==> src/rtl/wpvf_pkg.sv <==
// Shared constants and register codes for the windowed peak/valley finder.
// No dependencies.
package wpvf_pkg;

  localparam int TIME_W       = 32;
  localparam int TRUE_W       = 32;
  localparam int CHAN_W       = 8;
  localparam int POS_W        = 16;
  localparam int CFG_DATA_W   = 32;
  localparam int CFG_IDX_W    = 2;
  localparam int DEF_MAX_SAMPLES = 65536;
  localparam int DEF_VALUE_BITS  = 24;

  typedef enum logic [CFG_IDX_W-1:0] {
    CFG_CENTER_TIME  = 2'd0,
    CFG_MAX_DISTANCE = 2'd1,
    CFG_EXTREME_KIND = 2'd2,
    CFG_CHANNEL_NUM  = 2'd3
  } cfg_idx_t;

endpackage

==> src/rtl/windowed_peak_valley_finder.sv <==
// Windowed peak/valley finder top level: input register, single-pass update, result register.
// A last item's result leaves through the input register and then the result register (out_*).
// Throughput: one item per cycle; only a stalled result with a last item waiting holds the input.
// Reset (rst_n, synchronous, active low) clears registers, run state and both stages.
// Depends on wpvf_pkg and wpvf_pick.
module windowed_peak_valley_finder import wpvf_pkg::*; #(
  parameter int MAX_SAMPLES = DEF_MAX_SAMPLES,
  parameter int VALUE_BITS  = DEF_VALUE_BITS
) (
  input  logic                         clk,
  input  logic                         rst_n,
  input  logic                         cfg_we,
  input  logic [CFG_IDX_W-1:0]         cfg_index,
  input  logic [CFG_DATA_W-1:0]        cfg_wdata,
  input  logic                         in_valid,
  output logic                         in_ready,
  input  logic [TIME_W-1:0]            in_sample_time,
  input  logic signed [VALUE_BITS-1:0] in_display_value,
  input  logic signed [TRUE_W-1:0]     in_true_value,
  input  logic                         in_time_ok,
  input  logic                         in_value_ok,
  input  logic                         in_last_sample,
  output logic                         out_valid,
  input  logic                         out_ready,
  output logic                         out_found,
  output logic                         out_from_local,
  output logic [POS_W-1:0]             out_sample_position,
  output logic [TIME_W-1:0]            out_chosen_time,
  output logic signed [VALUE_BITS-1:0] out_chosen_display,
  output logic signed [TRUE_W-1:0]     out_chosen_true,
  output logic [CHAN_W-1:0]            out_channel_echo
);

  localparam int CNT_W = (MAX_SAMPLES > 2) ? $clog2(MAX_SAMPLES) : 1;
  localparam logic [CNT_W-1:0] CNT_MAX = CNT_W'(MAX_SAMPLES - 1);
  localparam logic signed [VALUE_BITS-1:0] V_MAXPOS = {1'b0, {(VALUE_BITS-1){1'b1}}};
  localparam logic signed [VALUE_BITS-1:0] V_MAXNEG = {1'b1, {(VALUE_BITS-1){1'b0}}};

  // configuration
  logic [TIME_W-1:0] center_r, maxd_r;
  logic              kind_r;
  logic [CHAN_W-1:0] chan_r;

  // input register
  logic                         s1_valid_r, s1_valid_nxt;
  logic [TIME_W-1:0]            s1_time_r, s1_dist_r;
  logic signed [VALUE_BITS-1:0] s1_disp_r;
  logic signed [TRUE_W-1:0]     s1_true_r;
  logic                         s1_vok_r, s1_inwin_r, s1_last_r;

  // run state
  logic [CNT_W-1:0]             cnt_r, cnt_nxt;
  logic signed [VALUE_BITS-1:0] older_r, older_nxt;
  logic                         older_ok_r, older_ok_nxt;
  logic                         pend_valid_r, pend_valid_nxt;
  logic                         pend_vok_r, pend_vok_nxt;
  logic                         pend_inwin_r, pend_inwin_nxt;
  logic [TIME_W-1:0]            pend_time_r, pend_time_nxt, pend_dist_r, pend_dist_nxt;
  logic signed [VALUE_BITS-1:0] pend_disp_r, pend_disp_nxt;
  logic signed [TRUE_W-1:0]     pend_true_r, pend_true_nxt;
  logic [CNT_W-1:0]             pend_pos_r, pend_pos_nxt;
  logic                         loc_valid_r, loc_valid_nxt;
  logic [TIME_W-1:0]            loc_time_r, loc_time_nxt, loc_dist_r, loc_dist_nxt;
  logic signed [VALUE_BITS-1:0] loc_disp_r, loc_disp_nxt;
  logic signed [TRUE_W-1:0]     loc_true_r, loc_true_nxt;
  logic [CNT_W-1:0]             loc_pos_r, loc_pos_nxt;
  logic                         win_valid_r, win_valid_nxt;
  logic [TIME_W-1:0]            win_time_r, win_time_nxt, win_dist_r, win_dist_nxt;
  logic signed [VALUE_BITS-1:0] win_disp_r, win_disp_nxt;
  logic signed [TRUE_W-1:0]     win_true_r, win_true_nxt;
  logic [CNT_W-1:0]             win_pos_r, win_pos_nxt;
  logic signed [VALUE_BITS-1:0] win_low_r, win_low_nxt, win_high_r, win_high_nxt;

  // result register
  logic                         out_valid_r, out_valid_nxt;
  logic                         out_found_r, out_found_nxt;
  logic                         out_local_r, out_local_nxt;
  logic [POS_W-1:0]             out_pos_r, out_pos_nxt;
  logic [TIME_W-1:0]            out_time_r, out_time_nxt;
  logic signed [VALUE_BITS-1:0] out_disp_r, out_disp_nxt;
  logic signed [TRUE_W-1:0]     out_true_r, out_true_nxt;
  logic [CHAN_W-1:0]            out_chan_r, out_chan_nxt;

  logic              adv, in_acc;
  logic [TIME_W-1:0] in_dist;
  logic              in_inwin;
  logic              judge_ok, is_max, is_min;
  logic              loc_pick_take, win_pick_take;

  assign adv      = s1_valid_r && (!s1_last_r || !out_valid_r || out_ready);
  assign in_ready = !s1_valid_r || adv;
  assign in_acc   = in_valid && in_ready;

  always_comb begin
    in_dist  = (in_sample_time >= center_r) ? (in_sample_time - center_r)
                                            : (center_r - in_sample_time);
    in_inwin = in_time_ok && in_value_ok && (maxd_r != '0) && (in_dist <= maxd_r);
  end

  wpvf_pick #(.VALUE_BITS(VALUE_BITS)) u_pick_local (
    .kind       (kind_r),
    .best_valid (loc_valid_r),
    .best_disp  (loc_disp_r),
    .best_dist  (loc_dist_r),
    .cand_disp  (pend_disp_r),
    .cand_dist  (pend_dist_r),
    .take       (loc_pick_take)
  );

  wpvf_pick #(.VALUE_BITS(VALUE_BITS)) u_pick_window (
    .kind       (kind_r),
    .best_valid (win_valid_r),
    .best_disp  (win_disp_r),
    .best_dist  (win_dist_r),
    .cand_disp  (s1_disp_r),
    .cand_dist  (s1_dist_r),
    .take       (win_pick_take)
  );

  always_comb begin
    judge_ok = pend_valid_r && pend_inwin_r && older_ok_r && s1_vok_r;
    is_max   = (pend_disp_r > older_r) && (pend_disp_r > s1_disp_r);
    is_min   = (pend_disp_r < older_r) && (pend_disp_r < s1_disp_r);

    s1_valid_nxt   = in_acc ? 1'b1 : (adv ? 1'b0 : s1_valid_r);
    cnt_nxt        = cnt_r;
    older_nxt      = older_r;
    older_ok_nxt   = older_ok_r;
    pend_valid_nxt = pend_valid_r;
    pend_vok_nxt   = pend_vok_r;
    pend_inwin_nxt = pend_inwin_r;
    pend_time_nxt  = pend_time_r;
    pend_dist_nxt  = pend_dist_r;
    pend_disp_nxt  = pend_disp_r;
    pend_true_nxt  = pend_true_r;
    pend_pos_nxt   = pend_pos_r;
    loc_valid_nxt  = loc_valid_r;
    loc_time_nxt   = loc_time_r;
    loc_dist_nxt   = loc_dist_r;
    loc_disp_nxt   = loc_disp_r;
    loc_true_nxt   = loc_true_r;
    loc_pos_nxt    = loc_pos_r;
    win_valid_nxt  = win_valid_r;
    win_time_nxt   = win_time_r;
    win_dist_nxt   = win_dist_r;
    win_disp_nxt   = win_disp_r;
    win_true_nxt   = win_true_r;
    win_pos_nxt    = win_pos_r;
    win_low_nxt    = win_low_r;
    win_high_nxt   = win_high_r;
    out_valid_nxt  = out_valid_r && !out_ready;
    out_found_nxt  = out_found_r;
    out_local_nxt  = out_local_r;
    out_pos_nxt    = out_pos_r;
    out_time_nxt   = out_time_r;
    out_disp_nxt   = out_disp_r;
    out_true_nxt   = out_true_r;
    out_chan_nxt   = out_chan_r;

    if (adv) begin
      if (judge_ok && (kind_r ? is_min : is_max) && loc_pick_take) begin
        loc_valid_nxt = 1'b1;
        loc_time_nxt  = pend_time_r;
        loc_dist_nxt  = pend_dist_r;
        loc_disp_nxt  = pend_disp_r;
        loc_true_nxt  = pend_true_r;
        loc_pos_nxt   = pend_pos_r;
      end
      if (s1_inwin_r) begin
        if (s1_disp_r < win_low_r) win_low_nxt = s1_disp_r;
        if (s1_disp_r > win_high_r) win_high_nxt = s1_disp_r;
        if (win_pick_take) begin
          win_valid_nxt = 1'b1;
          win_time_nxt  = s1_time_r;
          win_dist_nxt  = s1_dist_r;
          win_disp_nxt  = s1_disp_r;
          win_true_nxt  = s1_true_r;
          win_pos_nxt   = cnt_r;
        end
      end
      older_ok_nxt   = pend_valid_r && pend_vok_r;
      older_nxt      = pend_disp_r;
      pend_valid_nxt = 1'b1;
      pend_vok_nxt   = s1_vok_r;
      pend_inwin_nxt = s1_inwin_r;
      pend_time_nxt  = s1_time_r;
      pend_dist_nxt  = s1_dist_r;
      pend_disp_nxt  = s1_disp_r;
      pend_true_nxt  = s1_true_r;
      pend_pos_nxt   = cnt_r;
      if (cnt_r != CNT_MAX) cnt_nxt = cnt_r + 1'b1;

      if (s1_last_r) begin
        out_valid_nxt = 1'b1;
        out_chan_nxt  = chan_r;
        if (loc_valid_nxt) begin
          out_found_nxt = 1'b1;
          out_local_nxt = 1'b1;
          out_pos_nxt   = POS_W'(loc_pos_nxt);
          out_time_nxt  = loc_time_nxt;
          out_disp_nxt  = loc_disp_nxt;
          out_true_nxt  = loc_true_nxt;
        end else if (win_valid_nxt && (win_high_nxt > win_low_nxt)) begin
          out_found_nxt = 1'b1;
          out_local_nxt = 1'b0;
          out_pos_nxt   = POS_W'(win_pos_nxt);
          out_time_nxt  = win_time_nxt;
          out_disp_nxt  = win_disp_nxt;
          out_true_nxt  = win_true_nxt;
        end else begin
          out_found_nxt = 1'b0;
          out_local_nxt = 1'b0;
          out_pos_nxt   = '0;
          out_time_nxt  = '0;
          out_disp_nxt  = '0;
          out_true_nxt  = '0;
        end
        // drop run state for the next run
        cnt_nxt        = '0;
        older_nxt      = '0;
        older_ok_nxt   = 1'b0;
        pend_valid_nxt = 1'b0;
        pend_vok_nxt   = 1'b0;
        pend_inwin_nxt = 1'b0;
        loc_valid_nxt  = 1'b0;
        win_valid_nxt  = 1'b0;
        win_low_nxt    = V_MAXPOS;
        win_high_nxt   = V_MAXNEG;
      end
    end
  end

  always_ff @(posedge clk) begin
    if (!rst_n) begin
      center_r     <= '0;
      maxd_r       <= '0;
      kind_r       <= 1'b0;
      chan_r       <= '0;
      s1_valid_r   <= 1'b0;
      cnt_r        <= '0;
      older_r      <= '0;
      older_ok_r   <= 1'b0;
      pend_valid_r <= 1'b0;
      pend_vok_r   <= 1'b0;
      pend_inwin_r <= 1'b0;
      loc_valid_r  <= 1'b0;
      win_valid_r  <= 1'b0;
      win_low_r    <= V_MAXPOS;
      win_high_r   <= V_MAXNEG;
      out_valid_r  <= 1'b0;
    end else begin
      if (cfg_we) begin
        case (cfg_idx_t'(cfg_index))
          CFG_CENTER_TIME:  center_r <= cfg_wdata[TIME_W-1:0];
          CFG_MAX_DISTANCE: maxd_r   <= cfg_wdata[TIME_W-1:0];
          CFG_EXTREME_KIND: kind_r   <= cfg_wdata[0];
          CFG_CHANNEL_NUM:  chan_r   <= cfg_wdata[CHAN_W-1:0];
          default: ;
        endcase
      end
      s1_valid_r   <= s1_valid_nxt;
      cnt_r        <= cnt_nxt;
      older_r      <= older_nxt;
      older_ok_r   <= older_ok_nxt;
      pend_valid_r <= pend_valid_nxt;
      pend_vok_r   <= pend_vok_nxt;
      pend_inwin_r <= pend_inwin_nxt;
      loc_valid_r  <= loc_valid_nxt;
      win_valid_r  <= win_valid_nxt;
      win_low_r    <= win_low_nxt;
      win_high_r   <= win_high_nxt;
      out_valid_r  <= out_valid_nxt;
    end
  end

  // payload registers
  always_ff @(posedge clk) begin
    if (in_acc) begin
      s1_time_r  <= in_sample_time;
      s1_dist_r  <= in_dist;
      s1_disp_r  <= in_display_value;
      s1_true_r  <= in_true_value;
      s1_vok_r   <= in_value_ok;
      s1_inwin_r <= in_inwin;
      s1_last_r  <= in_last_sample;
    end
    pend_time_r <= pend_time_nxt;
    pend_dist_r <= pend_dist_nxt;
    pend_disp_r <= pend_disp_nxt;
    pend_true_r <= pend_true_nxt;
    pend_pos_r  <= pend_pos_nxt;
    loc_time_r  <= loc_time_nxt;
    loc_dist_r  <= loc_dist_nxt;
    loc_disp_r  <= loc_disp_nxt;
    loc_true_r  <= loc_true_nxt;
    loc_pos_r   <= loc_pos_nxt;
    win_time_r  <= win_time_nxt;
    win_dist_r  <= win_dist_nxt;
    win_disp_r  <= win_disp_nxt;
    win_true_r  <= win_true_nxt;
    win_pos_r   <= win_pos_nxt;
    out_found_r <= out_found_nxt;
    out_local_r <= out_local_nxt;
    out_pos_r   <= out_pos_nxt;
    out_time_r  <= out_time_nxt;
    out_disp_r  <= out_disp_nxt;
    out_true_r  <= out_true_nxt;
    out_chan_r  <= out_chan_nxt;
  end

  assign out_valid           = out_valid_r;
  assign out_found           = out_found_r;
  assign out_from_local      = out_local_r;
  assign out_sample_position = out_pos_r;
  assign out_chosen_time     = out_time_r;
  assign out_chosen_display  = out_disp_r;
  assign out_chosen_true     = out_true_r;
  assign out_channel_echo    = out_chan_r;

`ifndef SYNTHESIS
  a_run_cleared: assert property (@(posedge clk) disable iff (!rst_n)
    (adv && s1_last_r) |=> (cnt_r == '0) && !pend_valid_r && !loc_valid_r && !win_valid_r)
    else $error("run state not cleared after last item");

  a_result_loaded: assert property (@(posedge clk) disable iff (!rst_n)
    (adv && s1_last_r) |=> out_valid_r)
    else $error("last item produced no result");

  a_none_is_zero: assert property (@(posedge clk) disable iff (!rst_n)
    (out_valid_r && !out_found_r) |-> (!out_local_r && (out_pos_r == '0)))
    else $error("empty result carries data");

  a_window_range: assert property (@(posedge clk) disable iff (!rst_n)
    win_valid_r |-> (win_high_r >= win_low_r))
    else $error("window range inverted");
`endif

endmodule

==> src/rtl/wpvf_pick.sv <==
// Candidate-versus-best decision: no best yet, stronger value, or equal value nearer the center.
// Depends on wpvf_pkg.
module wpvf_pick import wpvf_pkg::*; #(
  parameter int VALUE_BITS = DEF_VALUE_BITS
) (
  input  logic                         kind,
  input  logic                         best_valid,
  input  logic signed [VALUE_BITS-1:0] best_disp,
  input  logic [TIME_W-1:0]            best_dist,
  input  logic signed [VALUE_BITS-1:0] cand_disp,
  input  logic [TIME_W-1:0]            cand_dist,
  output logic                         take
);

  logic better;
  logic tie;

  always_comb begin
    better = kind ? (cand_disp < best_disp) : (cand_disp > best_disp);
    tie    = (cand_disp == best_disp) && (cand_dist < best_dist);
    take   = !best_valid || better || tie;
  end

endmodule

==> config.mk <==
export PLATFORM = sky130hd
export DESIGN_NAME = windowed_peak_valley_finder
export DESIGN_NICKNAME = d
export VERILOG_FILES = /design/src/rtl/wpvf_pkg.sv /design/src/rtl/windowed_peak_valley_finder.sv /design/src/rtl/wpvf_pick.sv
export SDC_FILE = /design/constraint.sdc
export NUM_CORES = 1
export LEC_CHECK = 0
export ABC_AREA = 1
export BUFFER_PORTS_ARGS = -buffer_cell sky130_fd_sc_hd__buf_2
export CAP_MARGIN = 30
export CORE_MARGIN = 2
export CORE_UTILIZATION = 62
export DETAILED_ROUTE_END_ITERATION = 8
export PLACE_DENSITY = 0.81
export SYNTH_ARGS = -nofsm -noshare
export SYNTH_HDL_FRONTEND = slang
export SYNTH_SLANG_ARGS = --single-unit
==> constraint.sdc <==
create_clock -name clk -period 18.9 [get_ports clk]
set_clock_uncertainty 0.05 [all_clocks]
set_input_delay 1.89 -clock clk [delete_from_list [all_inputs] [get_ports clk]]
set_output_delay 1.89 -clock clk [all_outputs]
set_load 0.05 [all_outputs]
==> results of run 1 <==
worst reg2reg max path, stage by stage, from the launching register on:
cell	delay (ps)
edfxtp_1	560
ha_1	470
a21oi_1	110
o21a_1	160
o21ai_0	480
nand2_1	160
nand4_1	120
nand2_1	80
nand2_1	700
nand2_1	160
and2_1	200
ha_1	290
a21oi_1	160
nor2_1	70
a211oi_1	270
o21ai_0	200
nand2_1	160
nand3_1	90
nand2_1	70
nand3b_1	140
nor2_4	790
buf_4	340
buf_16	290
nand2_1	220
nand2_1	100
state kept, by name (all words and copies together) (netlist names), 32 cells and up:
signal,cells
center_r,32
loc_dist_r,32
loc_time_r,32
loc_true_r,32
maxd_r,32
out_chosen_time,32
out_chosen_true,32
pend_dist_r,32
pend_time_r,32
pend_true_r,32
s1_dist_r,32
s1_time_r,32
s1_true_r,32
win_dist_r,32
win_time_r,32
win_true_r,32
layout make-up:
type                    count  area, um2
repair buffers            278       1570
flip-flops and latches    814      22800
diodes                      1       2.50
well taps                 882       1100
multi-input cells        2969      16600
clock inverters            43        500
inverters                 700       2640
fillers                  5173      21000
clock buffers             114       2320
path summary, 6_finish.rpt:
path	slack, ps	depth (start not counted)	end	from
max	12320	24	out_chosen_true[5]	s1_disp_r[1]
min	380	0	out_channel_echo[1]	chan_r[1]
min reg2reg	380	0	out_channel_echo[1]	chan_r[1]
max reg2reg	12320	24	out_chosen_true[5]	s1_disp_r[1]
cells by family (layout without fill, tap and decap cells):
logic type,count (synthesis),after routing
AOI/OAI and AO/OA,603,603
xor gates and xnor gates,53,53
adders and majority gates,327,327
buffers and inverters,868,1135
DFF,814,814
muxes,3,3
other,0,1
and+or+nand+nor,1983,1983
stage by stage:
step | setup slack, ps | total power [W]
after floorplan | 3370 | 0.00256
after global placement | 12270 | 0.00271
after detailed placement | 12230 | 0.00274
after CTS | 12230 | 0.00443
after global routing | 12070 | 0.00459
final | 12320 | 0.00442
power groups by stage:
stage | combinational (W) | sequential (W) | clock, W
final | 0.000620 | 0.00210 | 0.00170
after global routing | 0.000692 | 0.00211 | 0.00179
after global placement | 0.000580 | 0.00213 | 0
after CTS | 0.000609 | 0.00210 | 0.00172
after floorplan | 0.000401 | 0.00216 | 0
after detailed placement | 0.000602 | 0.00214 | 0
layout by cell type, fill, tap and decap left out, types with 60 or more instances in the layout:
cell / n
nand2_1: 1127
inv_1: 691
edfxtp_1: 645
nand3_1: 426
a21oi_1: 338
ha_1: 325
buf_2: 245
o21ai_0: 171
dfxtp_1: 169
nor2_1: 158
and2_1: 149
clkbuf_16: 86
nand4_1: 60
per-layer routing:
metal / global-route usage [%] / wire (um) / vias up
met2: 50.9 / 51800 / 1326
met4: 10.9 / 3680 / 2
met5: 0 / 13 / -
li1: - / - / 15900
met1: 42.1 / 46800 / 15600
met3: 4.09 / 8080 / 221
==> results.md, run 1 <==
* Status: finished, final reports clean
* Yosys warning total at 0
* Layout cells sized above 1 at 8.91%
* Area Growth Syn to Fin at 11.1%
* # IOs at roughly 250
* Clock buffer depth at 3
* Crit-path slowest cell: nor2_4
* First-pass DRT Iterations at 6
* Simple-Gate Fraction of Synth Area at 20.3%
* Max-cap violations at 0
* Placement Cell Area at 44,600 um2
* Final worst-path cycle share at between 30% and 40%
* P_leak at about 21 nW
* First-pass GRT wire length at about 170,000 um
* Seq/Total Area, Yosys at between 50% and 60%
* Clock power frac at 38.5%
* Kind of end point of the critical path: flip-flop
* Critical Path RT at a little under 20,000 ps
* Max rail drop VDD at 0.0000880 V
* # rows at 96
* Most frequent cell after synthesis: nand2_1
* Final Core Density at between 60 and 70%
* Top FF cell, synth: edfxtp_1
* Pwr dens at 93.2 nW/um2
* Synth area leaders: edfxtp_1, nand2_1, ha_1, dfxtp_1, inv_1
* Vias in the first global route at around 32,000
* Drt drc at 0
* Antenna violations before repair at 2
* Post-layout min period at 6580 ps
* CP max FO at between 60 and 70
* Final WL at 110,000 um
* Via density at between 5 and 6
* Placed Instances at about 5,600
* Synth Instances at between 4,000 and 5,000
* Post-synthesis cell area at roughly 43,000 um2
* Crit-path leading delay family: simple AND/OR/NAND/NOR gates
* Worst Path Arrival at around 7000 ps
* Synth top area share at between 40% and 50%
* Leading area contributor after synthesis: edfxtp_1
* Max Clock Freq at roughly 0.15 GHz
* Setup violations, final at 0
* H-tree levels at 3
* Hold Fails Final Rpt at 0
* CTS tree: built
* Final Wtd Congestion at between 0.9 and 1
* Critical Path, Cell by Cell: ha_1 -> a21oi_1 -> o21a_1 -> o21ai_0 -> nand2_1 -> nand4_1 -> nand2_1 -> nand2_1 -> nand2_1 -> and2_1 -> ha_1 -> a21oi_1 -> nor2_1 -> a211oi_1 -> o21ai_0 -> nand2_1 -> nand3_1 -> nand2_1 -> nand3b_1 -> nor2_4 -> buf_4 -> buf_16 -> nand2_1 -> nand2_1
* Remaining global-route overflow at 0
* Hold Slack at between 300 and 400 ps
* Vert. Die Dim at roughly 270 um
* Peak per-stage delay on the critical path at 790 ps
* Most frequent CP cell: nand2_1
* Input/output buffers at about 250
* Internal power at ~0.0032 W
* Compound-Gate Fraction of Synth Area at about 7.6%
* Final Max Slew Viols at 0
* Design Area, Final at about 47,000 um2
* Worst-path clk slew at around 60 ps
* Hold Path Class: flip-flop to flip-flop
* Sequential share of power at between 40 and 50%
* Syn_nets at a little over 5,000
* FF+latch count, synth at just over 800
* Setup TNS at 0 ps
* Via count at about 33,000
* Synth cell types at 52
* Post-synth EDFFs at 645
* Worst Max-Slew Pin Slew at 1010 ps
* Initial Util at 62.4%
* Post-synthesis xor/xnor area fraction at ~1.1%
* Comb pwr share at around 14%
* Net Sw Frac at between 20% and 30%
* # hold bufs at CTS at 0
* Placed wire-length estimate at roughly 74,000 um
* Cts bufs inserted at 85
* Drt wl/cell at approximately 19 um
* Routed Antenna Nets at 0
* Worst-Skew Late Latency at roughly 650 ps
* Commonest cells in the netlist: nand2_1, inv_1, edfxtp_1, nand3_1, a21oi_1
* Finished Layout Cells at 5,801
* Largest net degree at the start of global routing at 119
* Iteration-0 DRC count of the detailed router at around 3,300
* Crit start category: flip-flop
* Setup bufs post-CTS at 0
* Root Buffer: clkbuf_16
* DIE WIDTH at ~270 um
* Post-synthesis mux area share at 0.0703%
* Gr usage total at around 31%
* Nets at 5,305
* Slew margin rel. at between 30% and 40%
* Avg Cell Area, Syn at just over 9 um2
* Post-CTS sizing at 0
* Core area at between 60,000 and 70,000 um2
* Switching pwr at roughly 0.0012 W
* Async SR Flop Fraction at 0%
* Area of the die at a little over 70,000 um2
* Worst path bufs/invs at 2
* Largest family of logic cells by synthesized area: simple AND/OR/NAND/NOR gates
* RSZ-0062 raised after global routing: no
* # clock sinks at roughly 800
* Adder-cell share of the synthesized area at under 10%
* CP Class: flip-flop to flip-flop
Power figures use the tool's default switching activity.
==> inputs of run 2 (changes only) <==
==> constraint.sdc (replaced) <==
create_clock -name clk -period 6.1 [get_ports clk]
set_clock_uncertainty 0.05 [all_clocks]
set_input_delay 0.61 -clock clk [delete_from_list [all_inputs] [get_ports clk]]
set_output_delay 0.61 -clock clk [all_outputs]
set_load 0.05 [all_outputs]
==> results.md, run 2 (synthesized netlist as in run 1, its figures left out) <==
* Status: finished, final reports clean
* Final Max Slew Viols at 0
* Peak per-stage delay on the critical path at 530 ps
* Area of the die at 71,000 um2
* Comb pwr share at between 10% and 20%
* Placement Cell Area at approximately 45,000 um2
* Final Wtd Congestion at between 0.9 and 1
* Post-CTS sizing at 0
* Most frequent cells in the layout: nand2_1, inv_1, edfxtp_1
* Crit start category: flip-flop
* # IOs at 246
* First-pass DRT Iterations at 6
* Final worst-path cycle share at just under 90%
* Critical Path RT at 6570 ps
* Remaining global-route overflow at 0
* Critical Path, Cell by Cell: ha_1 -> nand4_1 -> nor3_1 -> nand2_1 -> nand3_1 -> nand2_1 -> nand2_1 -> nand2_1 -> nand2_1 -> nand2_1 -> ha_1 -> nand2_1 -> inv_1 -> nand4_1 -> nor4_1 -> nand2_1 -> nand4_1 -> nand3b_1 -> nor2_4 -> buf_4 -> nand2_1 -> nand2_1
* Root Buffer: clkbuf_16
* Vert. Die Dim at about 270 um
* Initial Util at a little over three fifths
* # clock sinks at approximately 810
* Routed Antenna Nets at 0
* CP max FO at 38
* Via density at 5.73
* Max-cap violations at 0
* RSZ-0062 raised after global routing: no
* Worst-Skew Late Latency at roughly 660 ps
* # rows at between 90 and 100
* Worst Path Arrival at about 5900 ps
* Post-layout min period at between 5000 and 6000 ps
* Worst Max-Slew Pin Slew at ~1000 ps
* Clock buffer depth at 3
* Antenna violations before repair at 3
* Internal power at around 0.010 W
* Placed wire-length estimate at about 75,000 um
* Fillers at 5,187
* P_leak at approximately 21 nW
* Pwr Total at 0.0138 W
* Crit-path slowest cell: buf_4
* # hold bufs at CTS at 0
* Met1 GRT Util at a little over two fifths
* Nets at between 5,000 and 6,000
* Iteration-0 DRC count of the detailed router at 3,052
* CP Class: flip-flop to flip-flop
* GR met2 Demand/Resource at 51.2%
* Final WL at roughly 110,000 um
* Kind of end point of the critical path: flip-flop
* Max Clock Freq at 0.186 GHz
* Setup violations, final at 0
* Hold Fails Final Rpt at 0
* Via count at 33,300
* Layout cells sized above 1 at about 9.2%
* Input/output buffers at about 250
* Sequential share of power at 47.3%
* Finished Layout Cells at between 5,000 and 6,000
* Pre-CTS setup slack at slightly above 800 ps
* Placed Instances at approximately 5,600
* Cts bufs inserted at 86
* Pwr dens at 289 nW/um2
* Vias in the first global route at between 30,000 and 40,000
* Area Growth Syn to Fin at 11.4%
* Gr usage total at 31.4%
* Hold Path Class: input pin to flip-flop
* Drt wl/cell at between 15 and 20 um
* Worst-path clk slew at 60 ps
* Slew margin rel. at 32.0%
* Final Core Density at between 60% and 70%
* Setup ws final at 719 ps
* Max rail drop VDD at 0.000250 V
* Setup bufs post-CTS at 0
* Gr busiest metal: met2
* H-tree levels at 3
* First-pass GRT wire length at ~170,000 um
* Met3 usage at a little over 5%
* Largest net degree at the start of global routing at ~150
* Clock power frac at about two fifths
* Drt drc at 0
* CTS tree: built
* DIE WIDTH at around 270 um
* Most frequent CP cell: nand2_1
* Net Sw Frac at a little over a quarter
* Switching pwr at about 0.0037 W
* Core area at between 60,000 and 70,000 um2
* Design Area, Final at 47,600 um2
* Commonest non-fill, non-tap cell in the layout: nand2_1
## run 2: cell type report
class / instances / area, um2 / area share, %
clock buffers: 112 / 2320 / 4.88
multi-input cells: 2969 / 16600 / 34.9
well taps: 882 / 1100 / 2.32
clock inverters: 49 / 551 / 1.16
flip-flops and latches: 814 / 22800 / 47.8
inverters: 700 / 2640 / 5.54
repair buffers: 282 / 1610 / 3.39
diodes: 1 / 2.50 / 0.00526
## run 2: path summary, 6_finish.rpt
| check | start | end | slack, ps | cells after the start |
|---|---|---|---|---|
| min | in_display_value[12] | s1_disp_r[12] | 80 | 1 |
| min reg2reg | s1_time_r[28] | pend_time_r[28] | 380 | 0 |
| max reg2reg | s1_disp_r[23] | out_chosen_time[11] | 720 | 22 |
| max | s1_disp_r[23] | out_chosen_time[11] | 720 | 22 |
## run 2: per-layer routing
layer	vias to the layer above	wire length, um
met2	1377	52700
met4	4	4050
met1	15700	46500
met5	-	30
met3	249	8800
li1	15900	-
## run 2: stage by stage
step | setup TNS, ps | hold slack [ps]
after floorplan | -862310 | 358
after CTS | 0 | 52.1
final | 0 | 83.7
after global routing | 0 | 55.4
after detailed placement | 0 | 373
after global placement | 0 | 361
## run 2: power by group through the flow
stage | Sequential [W] | Clock (W) | Combinational [W]
floorplan | 0.00666 | 0 | 0.00124
global placement | 0.00660 | 0 | 0.00182
detailed placement | 0.00661 | 0 | 0.00189
CTS | 0.00650 | 0.00536 | 0.00192
global route | 0.00653 | 0.00558 | 0.00216
finish | 0.00650 | 0.00531 | 0.00194
## run 2: critical path: cells and delay by family, from the launching register on
kind,cells,cell delay [ps]
buf+inv,2,620
flops,1,510
simple gates,18,3240
fa+ha+maj,2,810
